**config.mk**
```make
export PLATFORM = sky130hd
export DESIGN_NAME = chc_ctrl
export DESIGN_NICKNAME = d
export VERILOG_FILES = /design/src/assert_macros.svh /design/src/chc_pkg.sv /design/src/chc_ctrl.sv
export SDC_FILE = /design/constraint.sdc
export NUM_CORES = 1
export LEC_CHECK = 0
export ABC_AREA = 1
export BUFFER_PORTS_ARGS = -buffer_cell sky130_fd_sc_hd__buf_2
export CAP_MARGIN = 20
export CORE_AREA = 2 2 39 41
export DETAILED_ROUTE_END_ITERATION = 10
export DIE_AREA = 0 0 41 43
export HOLD_SLACK_MARGIN = 0.03
export PLACE_DENSITY = 0.56
export SETUP_SLACK_MARGIN = 0.3
export SLEW_MARGIN = 10
export SYNTH_ARGS = -nofsm -noshare
export SYNTH_HDL_FRONTEND = slang
export SYNTH_SLANG_ARGS = --single-unit
```
**constraint.sdc**
```tcl
create_clock -name clk -period 1 [get_ports clk]
set_input_delay 0.05 -clock clk [delete_from_list [all_inputs] [get_ports clk]]
set_output_delay 0.05 -clock clk [all_outputs]
set_load 0.005 [all_outputs]
```
**src/assert_macros.svh**
```systemverilog
// ----------------------------------------------------------------------------
// assert_macros.svh
// Assertion macros used by the correction history table datapath (chc_dp).
// ----------------------------------------------------------------------------
`ifndef ASSERT_MACROS_SVH
`define ASSERT_MACROS_SVH
`ifndef NO_ASSERTIONS
`define CHC_ASSERT(lbl, clk, rst, prop, msg) \
  lbl: assert property (@(posedge clk) disable iff (rst) prop) else $error(msg);
`define CHC_ASSERT_NEXT(lbl, clk, rst, ante, cons, msg) \
  lbl: assert property (@(posedge clk) disable iff (rst) (ante) |=> (cons)) else $error(msg);
`else
`define CHC_ASSERT(lbl, clk, rst, prop, msg)
`define CHC_ASSERT_NEXT(lbl, clk, rst, ante, cons, msg)
`endif
`endif

```
**src/chc_pkg.sv**
```systemverilog
// ----------------------------------------------------------------------------
// chc_pkg
// Shared widths, mode codes and controller/datapath interface types.
// ----------------------------------------------------------------------------
`timescale 1ns / 1ps
`default_nettype none

package chc_pkg;

  localparam int ENTRY_W     = 16;
  localparam int CORR_W      = 8;
  localparam int KEY_W       = 64;
  localparam int DEPTH_W     = 8;
  localparam int DIFF_W      = 16;
  localparam int DD_W        = DIFF_W + DEPTH_W;
  localparam int DEPTH_SHIFT = 3;
  localparam int CLAMP_DIV   = 4;
  localparam int SCALE_L     = 8;

  localparam logic MODE_UPDATE = 1'b0;
  localparam logic MODE_QUERY  = 1'b1;

  typedef struct packed {
    logic clr_step;
    logic accept;
    logic chg;
    logic mul;
    logic rcp;
    logic fix;
    logic wr;
    logic divs;
    logic load_out;
  } cmd_t;

  typedef struct packed {
    logic query;
    logic clr_last;
    logic out_free;
  } sts_t;

endpackage

`default_nettype wire

```
**src/chc_ctrl.sv**
```systemverilog
// ----------------------------------------------------------------------------
// chc_ctrl
// Sequencer: table clear after reset, then one word at a time through the
// read, gravity update and write back (update words only) and scaling steps.
// ----------------------------------------------------------------------------
`timescale 1ns / 1ps
`default_nettype none

module chc_ctrl
  import chc_pkg::*;
(
  input  logic clk,
  input  logic rst,
  input  logic in_valid,
  output logic in_stall,
  input  sts_t sts,
  output cmd_t cmd
);

  localparam logic [3:0] ST_CLR  = 4'd0;
  localparam logic [3:0] ST_IDLE = 4'd1;
  localparam logic [3:0] ST_CHG  = 4'd2;
  localparam logic [3:0] ST_MUL  = 4'd3;
  localparam logic [3:0] ST_RCP  = 4'd4;
  localparam logic [3:0] ST_FIX  = 4'd5;
  localparam logic [3:0] ST_WR   = 4'd6;
  localparam logic [3:0] ST_DIVS = 4'd7;
  localparam logic [3:0] ST_OUT  = 4'd8;

  logic [3:0] state;
  logic [3:0] state_next;

  always_ff @(posedge clk) begin
    if (rst) begin
      state <= ST_CLR;
    end else begin
      state <= state_next;
    end
  end

  always_comb begin
    state_next = state;
    cmd        = '0;
    in_stall   = 1'b1;
    case (state)
      ST_CLR: begin
        cmd.clr_step = 1'b1;
        if (sts.clr_last) begin
          state_next = ST_IDLE;
        end
      end
      ST_IDLE: begin
        in_stall   = 1'b0;
        cmd.accept = in_valid;
        if (in_valid) begin
          state_next = ST_CHG;
        end
      end
      ST_CHG: begin
        cmd.chg    = 1'b1;
        state_next = sts.query ? ST_DIVS : ST_MUL;
      end
      ST_MUL: begin
        cmd.mul    = 1'b1;
        state_next = ST_RCP;
      end
      ST_RCP: begin
        cmd.rcp    = 1'b1;
        state_next = ST_FIX;
      end
      ST_FIX: begin
        cmd.fix    = 1'b1;
        state_next = ST_WR;
      end
      ST_WR: begin
        cmd.wr     = 1'b1;
        state_next = ST_DIVS;
      end
      ST_DIVS: begin
        cmd.divs   = 1'b1;
        state_next = ST_OUT;
      end
      ST_OUT: begin
        if (sts.out_free) begin
          cmd.load_out = 1'b1;
          state_next   = ST_IDLE;
        end
      end
      default: begin
        state_next = ST_CLR;
      end
    endcase
  end

endmodule

`default_nettype wire

```
# Word-level counts from Yosys, hierarchy flattened
# Cells that the tools add are included.
[word_totals]
regBits = 4
inputBits = 6
output_inout_bits = 10
[classes]
eq_ne = 11
mux = 16
reduce_logical = 2
[ops]
columns = ["operator", "count"]
rows = [
  ["4-bit one-hot mux with 9 select lines", 1],
  ["4-bit by 3-bit == test with 1-bit output, second input constant", 4],
  ["4-bit 2-to-1 mux", 3],
  ["1-bit 2-to-1 mux", 11],
  ["4-bit by 2-bit == test with 1-bit output, second input constant", 2],
  ["2-bit inequality test, second input constant", 3],
  ["4-bit by 1-bit == test with 1-bit output, second input constant", 1],
  ["4-bit == test, second input constant", 1],
  ["4-bit logical NOT", 1],
  ["3-bit 2-to-1 mux", 1],
  ["3-bit AND reduction", 1],
]

# Depth between registers and ports, before layout
# Gate-level depths: netlist of run 1.
[logic_depth]
ltp_word = 3
mapped_depth = 7
mapped_depth_nobuf = 7

# Worst setup path after synthesis of run 1
# OpenSTA, ideal clock, no wires.
[synth_path]
kind = "reg2reg"
start = "register state[2]"
end = "register state[0]"
setup_ps = 70
arrival_time_ps = 917
required_time_ps = 930
setup_slack_ps = 13
path_stages_with_launch = 8
path_buffers = 0
period_less_slack_ps = 987
cell_sequence = "dfxtp_1 > nor2_2 > inv_2 > nor2_4 > nor2_1 > nand2_1 > nand2_1 > a21oi_1"
[synth_between]
elab_chain_cells = 3
word_cells_on_any_way = 14
classes_between = "eq/ne: 11; mux: 1; reduce/logical: 2"
[synth_lines]
columns = ["item", "line", "text"]
rows = [
  ["from (decl)", "chc_ctrl.sv:30", "logic [3:0] state;"],
  ["from (signal assigned)", "chc_ctrl.sv:37", "state <= state_next;"],
  ["4-bit == test, or another cell as far along", "chc_ctrl.sv:45", "case (state)"],
  ["2-bit inequality test (no line)", "--", ""],
  ["3-bit AND reduction (no line)", "--", ""],
]
# Several ways; a longest one is shown, not always the timed one.
# A chain may end at the register's enable or synchronous reset.

==> results of run 1 <==
[per-layer routing]
metal	wire, um	share of wire (%)	GRT usage (%)	vias to the layer above
met3	38	4.0	1.57	0
met5	0	0	0	-
met4	0	0	10.0	0
met1	369	39	14.2	191
li1	-	-	-	212
met2	535	57	21.6	9
[area by class of cell]
cell class,instances,area (sq um)
fill,151,724
multi-input combinational,36,292
timing repair buffer,27,191
sequential,4,95.1
inverter,8,35.0
clock buffer,4,26.3
tap,16,20.0
[worst min path at each step]
stage,from,to,slack [ps],cells past startpoint
after floorplan,rst,state[0],110,1
final,rst,state[0],30,2
after detailed placement,rst,state[0],250,2
after global routing,rst,state[1],50,2
after CTS,rst,state[0],0.2,2
after global placement,rst,state[0],250,2
[cells in the final DEF (no fill, tap or decap), drive strengths merged]
cell type,count
nor3,1
dfxtp,4
nor4,1
buf,27
clkbuf,4
nand2,9
nand3,5
inv,8
o21ba,1
nor2,16
a21oi,3
[power groups by stage]
| stage | Clock [mW] | Combinational, mW | Sequential, mW |
|---|---|---|---|
| final | 0.224 | 0.830 | 0.313 |
| after floorplan | 0 | 0.361 | 0.266 |
| after CTS | 0.239 | 0.735 | 0.282 |
| after global routing | 0.248 | 0.910 | 0.323 |
| after detailed placement | 0 | 0.542 | 0.273 |
| after global placement | 0 | 0.537 | 0.271 |
[what timing repair did]
item                       CTS  global route
setup buffers                7             2
hold endpoints to repair     3             0
resized for setup           18            15
pin swaps                    3             6
setup endpoints to repair   14            14
[per-stage QoR]
step                      hold WS [ps]  util, %  TNS [ps]  instance area (sq um)
after detailed placement           250     30.4     -7.92                    420
final                             33.3     47.6     -1120                    659
after global placement             245     30.4     -2.00                    420
after floorplan                    112        -         0                    303
after CTS                        0.169     42.3      -942                    586
after global routing              50.4     47.6     -2000                    659
[cells by family (layout without fill, tap and decap cells)]
logic type             Yosys count  after routing  share of synthesized area, %
buffers and inverters            8             39                          10.6
flip-flops                       4              4                          28.3
AND/OR/NAND/NOR                 32             32                          52.2
AO/OA/AOI/OAI                    4              4                          8.85
[worst max-delay path, delay by kind of cell, from the launching register on]
family	cells	cell delay, ps
flops	1	360
buf+inv	3	260
simple gates	3	240
==> impl.org, run 1 <==
** Floorplanning
- The core region is 0.00138 sq mm.
- Die boundary height :: 43 um
- The floorplan step defined a die boundary enclosing 0.00176 sq mm.
- For this configuration, the core starts out at a cell density of between 20% and 30%.
- Chip width :: 41 um
- Ports placed on the boundary :: 16
- Std cell rows :: 14

** Timing
- Minimum clock period after layout :: 1150 ps
- The final number of max-transition violations came to 0.
- The worst path uses 115% of the clock period.
- Max Clock Skew :: 7.64 ps
- Setup repair after global routing could not meet its margin everywhere.
- Final number of hold-violating endpoints :: 0
- Derived from the worst setup path, the maximum achievable clock frequency is a little under 900 MHz.
- Measured against its own limit, the worst slew margin works out to between 80% and 90%.
- Across all setup checks in the final design, the least slack found is -150 ps.
- Setup violations remaining at the end of the flow were counted as 13.
- Worst slew pin tran :: 214 ps

** Detailed routing
- Dividing the detail-routed wire length by the instance count gives 9.93 um.
- Routed Wire Length :: 943 um
- Antenna violation net count after detailed routing :: 0
- Dividing the detail-routed via count by the number of cells gives about 4.3.
- The first TritonRoute pass finished after 4 iterations.
- Total via count in the routed design :: 412
- Starting DRT DRC Count :: 5
- For this run, design rule violations remaining after detail routing come to 0.

** Finish
- Antenna Diode Count :: 0
- The largest registers in the layout are state x4.
- From synthesis to final layout, the design area changed by 133%.
- Post-layout net count :: 86
- The finished layout holds 95 standard cells, fillers aside.
- Layout cell share with drive strength beyond 1 :: 75.9%
- Flip-flop count of the largest register after layout :: 4
- Most flop-heavy register :: state

** Yosys
- Among all flip-flop cells after synthesis, the most frequent one is sky130_fd_sc_hd__dfxtp_1.
- Post-synth EDFFs :: 0
- In this run, synthesis produced a sequential element count of 4.
- The mapped netlist covers approximately 280 sq um.
- The biggest area contributor in the post-synthesis netlist is sky130_fd_sc_hd__dfxtp_1.
- Proportion of register bits with asynchronous set or reset after synthesis :: 0%
- Top-area cell type share of the netlist area :: between 20% and 30%
- By count the netlist is led by 14 x sky130_fd_sc_hd__nor2_1, 6 x sky130_fd_sc_hd__inv_1, 6 x sky130_fd_sc_hd__nand2_1.
- Number of distinct library cells after synthesis :: 13
- Cell with the most instances after synthesis :: sky130_fd_sc_hd__nor2_1
- Per-instance average area after synthesis :: roughly 6 sq um
- Portion of the post-synthesis area used by sequential elements :: 28.3%
- After synthesis, the cell types taking the most area are sky130_fd_sc_hd__dfxtp_1 28%, sky130_fd_sc_hd__nor2_1 19%, sky130_fd_sc_hd__nand3_1 8.8%.
- Cell count after synthesis :: 48
- Yosys warnings :: 0
- Net Count, Synth :: 54

** Clock network
- Clock latency of the later-clocked register in the worst-skew pair :: 240 ps
- CTS Root Buffer Type :: sky130_fd_sc_hd__clkbuf_4
- Clock-pin slew was measured on the worst setup and hold paths at 40 ps.
- CTS H-Tree Depth :: 1
- Clock tree synthesis inserted a total of 3 buffers.
- Counting along the longest clock path gives a buffer depth of 2.
- TritonCTS built the clock tree.
- Total number of clock tree sinks :: 4

** Critical path
- For this design, the slowest cell found on the critical path is sky130_fd_sc_hd__dfxtp_4.
- Nature of the critical path startpoint :: register
- Measured in cells, the most critical reg-to-reg path has a length of 6.
- The worst register-to-register path begins at state[1].
- Category of the most critical setup path :: register to output pin
- Data on the critical path arrives at its endpoint at between 1000 and 1500 ps.
- For this run, the slowest stage of the critical path takes 360 ps.
- Worst reg2reg setup slack :: -120 ps
- Walking the worst path, the cells encountered are inv_4, nor2_4, nand2_2, buf_6, nor2_4, buf_2.
- Along the worst path, the maximum fanout reaches 3.
- For the worst setup path, the data required time is between 900 and 1000 ps.
- By instance count, the cell type seen most on the critical path is sky130_fd_sc_hd__nor2_4.
- Worst setup startpoint :: state[3]
- Endpoint of the most critical register-to-register path :: state[1]
- The worst setup path is captured at an output pin.
- Setup crit end :: cmd[0]

** Place
- Detailed placement finished with a half-perimeter wire length of 603 um.
- At the end of routability-driven placement, the weighted congestion stood at about 0.73.
- Cell total after placement :: between 80 and 90
- Number of buffers inserted by port buffering :: 15
- Placement-stage worst setup slack :: -7.92 ps

** Power
- The internal power of the cells totals 0.752 mW.
- Switching component of the power :: just over 0.6 mW
- Leakage :: approximately 0.30 nW
- Per report_power, the sequential group accounts for 22.9% of the total.
- Switching share of total power :: between 40 and 50%
- Power density over the cells :: 2070 mW/mm^2
- Summing internal, switching and leakage power gives 1.37 mW.
- Worst IR drop on VDD :: 0.814 mV
- Per report_power, the clock group accounts for 16.4% of the total.
- Combinational logic burns 60.7% of the power.

** Run
- Total of max-cap violations :: 0

** GRT
- The via count of the first global-routing pass came to 400.
- The total overflow left after global routing is 0.
- The number of antenna violations at the first check in global routing came to 0.
- Global-route usage over all layers :: 13.2%
- Wire length of the first global-routing pass :: 1.56 mm
- Pin count of the biggest net entering global routing :: 7

** Outcome
- The final reports fail on setup timing.
- Status :: finished, violations left

** Hold path
- The tightest min-delay check is of the input pin to register type.
(Power assumes the default switching activity.)
==> run 2: changes to the inputs <==
--- a/config.mk
+++ b/config.mk
@@ -12,6 +12,7 @@
 export DETAILED_ROUTE_END_ITERATION = 10
 export DIE_AREA = 0 0 41 43
 export HOLD_SLACK_MARGIN = 0.03
+export MAX_ROUTING_LAYER = met4
 export PLACE_DENSITY = 0.56
 export SETUP_SLACK_MARGIN = 0.3
 export SLEW_MARGIN = 10
==> constraint.sdc (replaced) <==
create_clock -name clk -period 1 [get_ports clk]
set_input_delay 0.2 -clock clk [delete_from_list [all_inputs] [get_ports clk]]
set_output_delay 0.2 -clock clk [all_outputs]
set_load 0.005 [all_outputs]
==> run 2 against run 1 <==
Compared with the run above: the run still ends with setup timing left; final area is 25% lower; die area stayed put; via count is 9.5% lower; first-iteration DRC count is 40% higher; fmax is 5.5% lower; sequential share of layout area is 4.3 points higher; worst hold slack better by 130 ps; utilization is 12 points lower; final cell count is 9.5% lower; critical path type unchanged; largest cell class unchanged; largest power group unchanged.
==> impl.org, run 2 (synthesis results as in run 1) <==
** Outcome
- Status :: finished, violations left
- Violated checks :: setup timing

** Finish
- Post-layout net count :: 78
- Compared with the post-synthesis result, the final layout area differs by 75.2%.
- In the layout the commonest cells are 15 x sky130_fd_sc_hd__buf_2, 7 x sky130_fd_sc_hd__nor2_1, 5 x sky130_fd_sc_hd__inv_1, 5 x sky130_fd_sc_hd__nor2_2, 5 x sky130_fd_sc_hd__nand2_1.
- The register with the most flip-flops in the layout has 4 of them.
- Most flop-heavy register :: state
- Cells with a size suffix above 1 make up 64.3% of the layout.
- The number of antenna diodes in the final layout is 0.
- The largest registers in the layout are state x4.
- Most frequent standard cell in the layout excluding fill and tap cells :: sky130_fd_sc_hd__buf_2
- Excluding fillers, the count of instances in the completed layout stands at 86.
- Cells fill 35.8% of the core in the end.

** Timing
- In the post-route analysis, the smallest setup slack over all paths is -217 ps.
- Hold slack final :: 166 ps
- Across the routed clock network, the largest skew measured is 2.49 ps.
- For the pin with the worst max-slew slack, the measured transition is 222 ps.
- The total count of hold-check failures in the final report was 0.
- Share of the cycle needed by the critical path after routing :: 122%
- The final number of max-transition violations came to 0.
- Slew Limit Headroom :: ~85%
- Maximum clock rate :: 822 MHz
- After layout, the minimum clock period comes to 1220 ps.
- Total of endpoints with negative setup slack in the final report :: 12
- Setup repair after global routing missed its margin :: true

** GRT
- Entering global routing, the biggest net connects 8 pins.
- Antenna violations before repair :: 0
- GRT overflow :: 0
- The first global-routing pass estimated 1.24 mm of wire.
- Global routing consumed, over all layers together, about a tenth of the routing resources.
- The via count of the first global-routing pass came to roughly 330.

** Clock network
- Buffer depth of the longest clock path :: 2
- Total number of clock tree sinks :: 4
- Clock slew at reported path FFs :: around 30 ps
- TritonCTS built the clock tree.
- The number of clock buffers added by TritonCTS is 3.
- CTS built an H-tree with a depth of 1.
- In this run, post-CTS hold repair placed 0 buffers.
- Clock latency of the later-clocked register in the worst-skew pair :: 230 ps
- CTS Root Buffer Type :: sky130_fd_sc_hd__clkbuf_4

** Floorplanning
- After floorplanning, the core was sized to cover 0.00138 sq mm.
- Ports placed on the boundary :: 16
- Row generation in the floorplan step produced 14 rows.
- The die is roughly 43 um tall.
- Chip width :: 41 um
- Die outline area :: 0.00176 sq mm
- The initial utilization of the core area, before any placement, comes to 20.4%.

** Detailed routing
- The first detailed-routing pass took 4 iterations.
- For this run, design rule violations remaining after detail routing come to 0.
- Routed Wire Length :: between 700 and 800 um
- After detailed routing, the number of vias per cell comes to 4.34.
- Once detail routing completed, the nets flagged for antenna violations numbered 0.
- After detailed routing, the average wire length per cell comes to 9.15 um.
- Starting DRT DRC Count :: 7
- Total via count in the routed design :: about 370

** Hold path
- Path class of the lowest-slack min-delay path :: input pin to register
- Hold Path Cell Cnt :: 2

** Critical path
- STA puts the critical path data required time at 800 ps.
- Worst reg2reg setup slack :: -70 ps
- Critical path peak fanout :: 4
- Length in cells of the worst reg-to-reg path :: 7
- Setup crit end kind :: output pin
- Category of the most critical setup path :: register to output pin
- Arrival time at the worst endpoint :: just over 1000 ps
- Nature of the critical path startpoint :: register

** Power
- VDD sags by at most 0.872 mV.
- For this design the static power due to leakage is approximately 0.25 nW.
- Dividing total power by cell area gives a power density of about 2200 mW/mm^2.

** Place
- Cell total after placement :: 80
- Detailed placement finished with a half-perimeter wire length of 630 um.
- Number of buffers inserted by port buffering :: 15
- Final weighted congestion in routability-driven placement :: between 0.8 and 0.9

** Run
- Max-cap violations in this run came to 0.
## run 2: cell count changes in the layout (fill, tap and decap cells not counted), sizes merged
cell,previous run,this run
clkbuf,4,3
buf,27,19
## run 2: where the power goes
part           switching [mW]  leakage [nW]  internal (mW)
registers              0.0904        0.0353          0.225
logic                   0.336         0.202          0.249
clock network          0.0575        0.0138          0.134
## run 2: path summary, 6_finish.rpt
| check | to | start |
|---|---|---|
| worst max register to register | state[0] | state[2] |
| worst max-delay path | cmd[7] | state[0] |
| worst min-delay path | state[0] | rst |
| worst min register to register | state[2] | state[2] |
## run 2: routing by layer
layer	vias to the layer above	GRT usage, %	part of all wire [%]
li1	196	-	-
met1	170	11.9	40
met2	7	16.3	56
met3	0	3.14	3.8
met4	0	6.00	0
met5	-	-	0
## run 2: stage by stage
| step | worst slack [ps] | setup TNS [ps] | cell area (sq um) | total power, mW |
|---|---|---|---|---|
| final | -217 | -1890 | 495 | 1.09 |
| after global routing | -294 | -2950 | 495 | 1.21 |
| after CTS | -232 | -2090 | 493 | 1.11 |
| after detailed placement | -6.14 | -6.14 | 405 | 0.798 |
| after global placement | -32.2 | -32.2 | 405 | 0.792 |
| after floorplan | 90.7 | 0 | 303 | 0.632 |
## run 2: worst max-delay path: stages (launching register included)
cell                      delay [ps]
sky130_fd_sc_hd__dfxtp_4         370
sky130_fd_sc_hd__inv_4            60
sky130_fd_sc_hd__nor2_2           90
sky130_fd_sc_hd__nand2_1          70
sky130_fd_sc_hd__nor2_1           80
sky130_fd_sc_hd__buf_2           110
## run 2: layout make-up
type | count | area, sq um
well taps | 16 | 20.0
fillers | 156 | 888
multi-input cells | 36 | 223
repair buffers | 19 | 105
flip-flops and latches | 4 | 92.6
inverters | 8 | 32.5
clock buffers | 3 | 22.5
## run 2: what timing repair did
| item | 4_1_cts | 5_1_grt |
|---|---|---|
| buffers inserted | 3 | 0 |
| resized for setup | 12 | 1 |
| pin swaps | 4 | 2 |
| endpoints found under the setup margin | 14 | 14 |
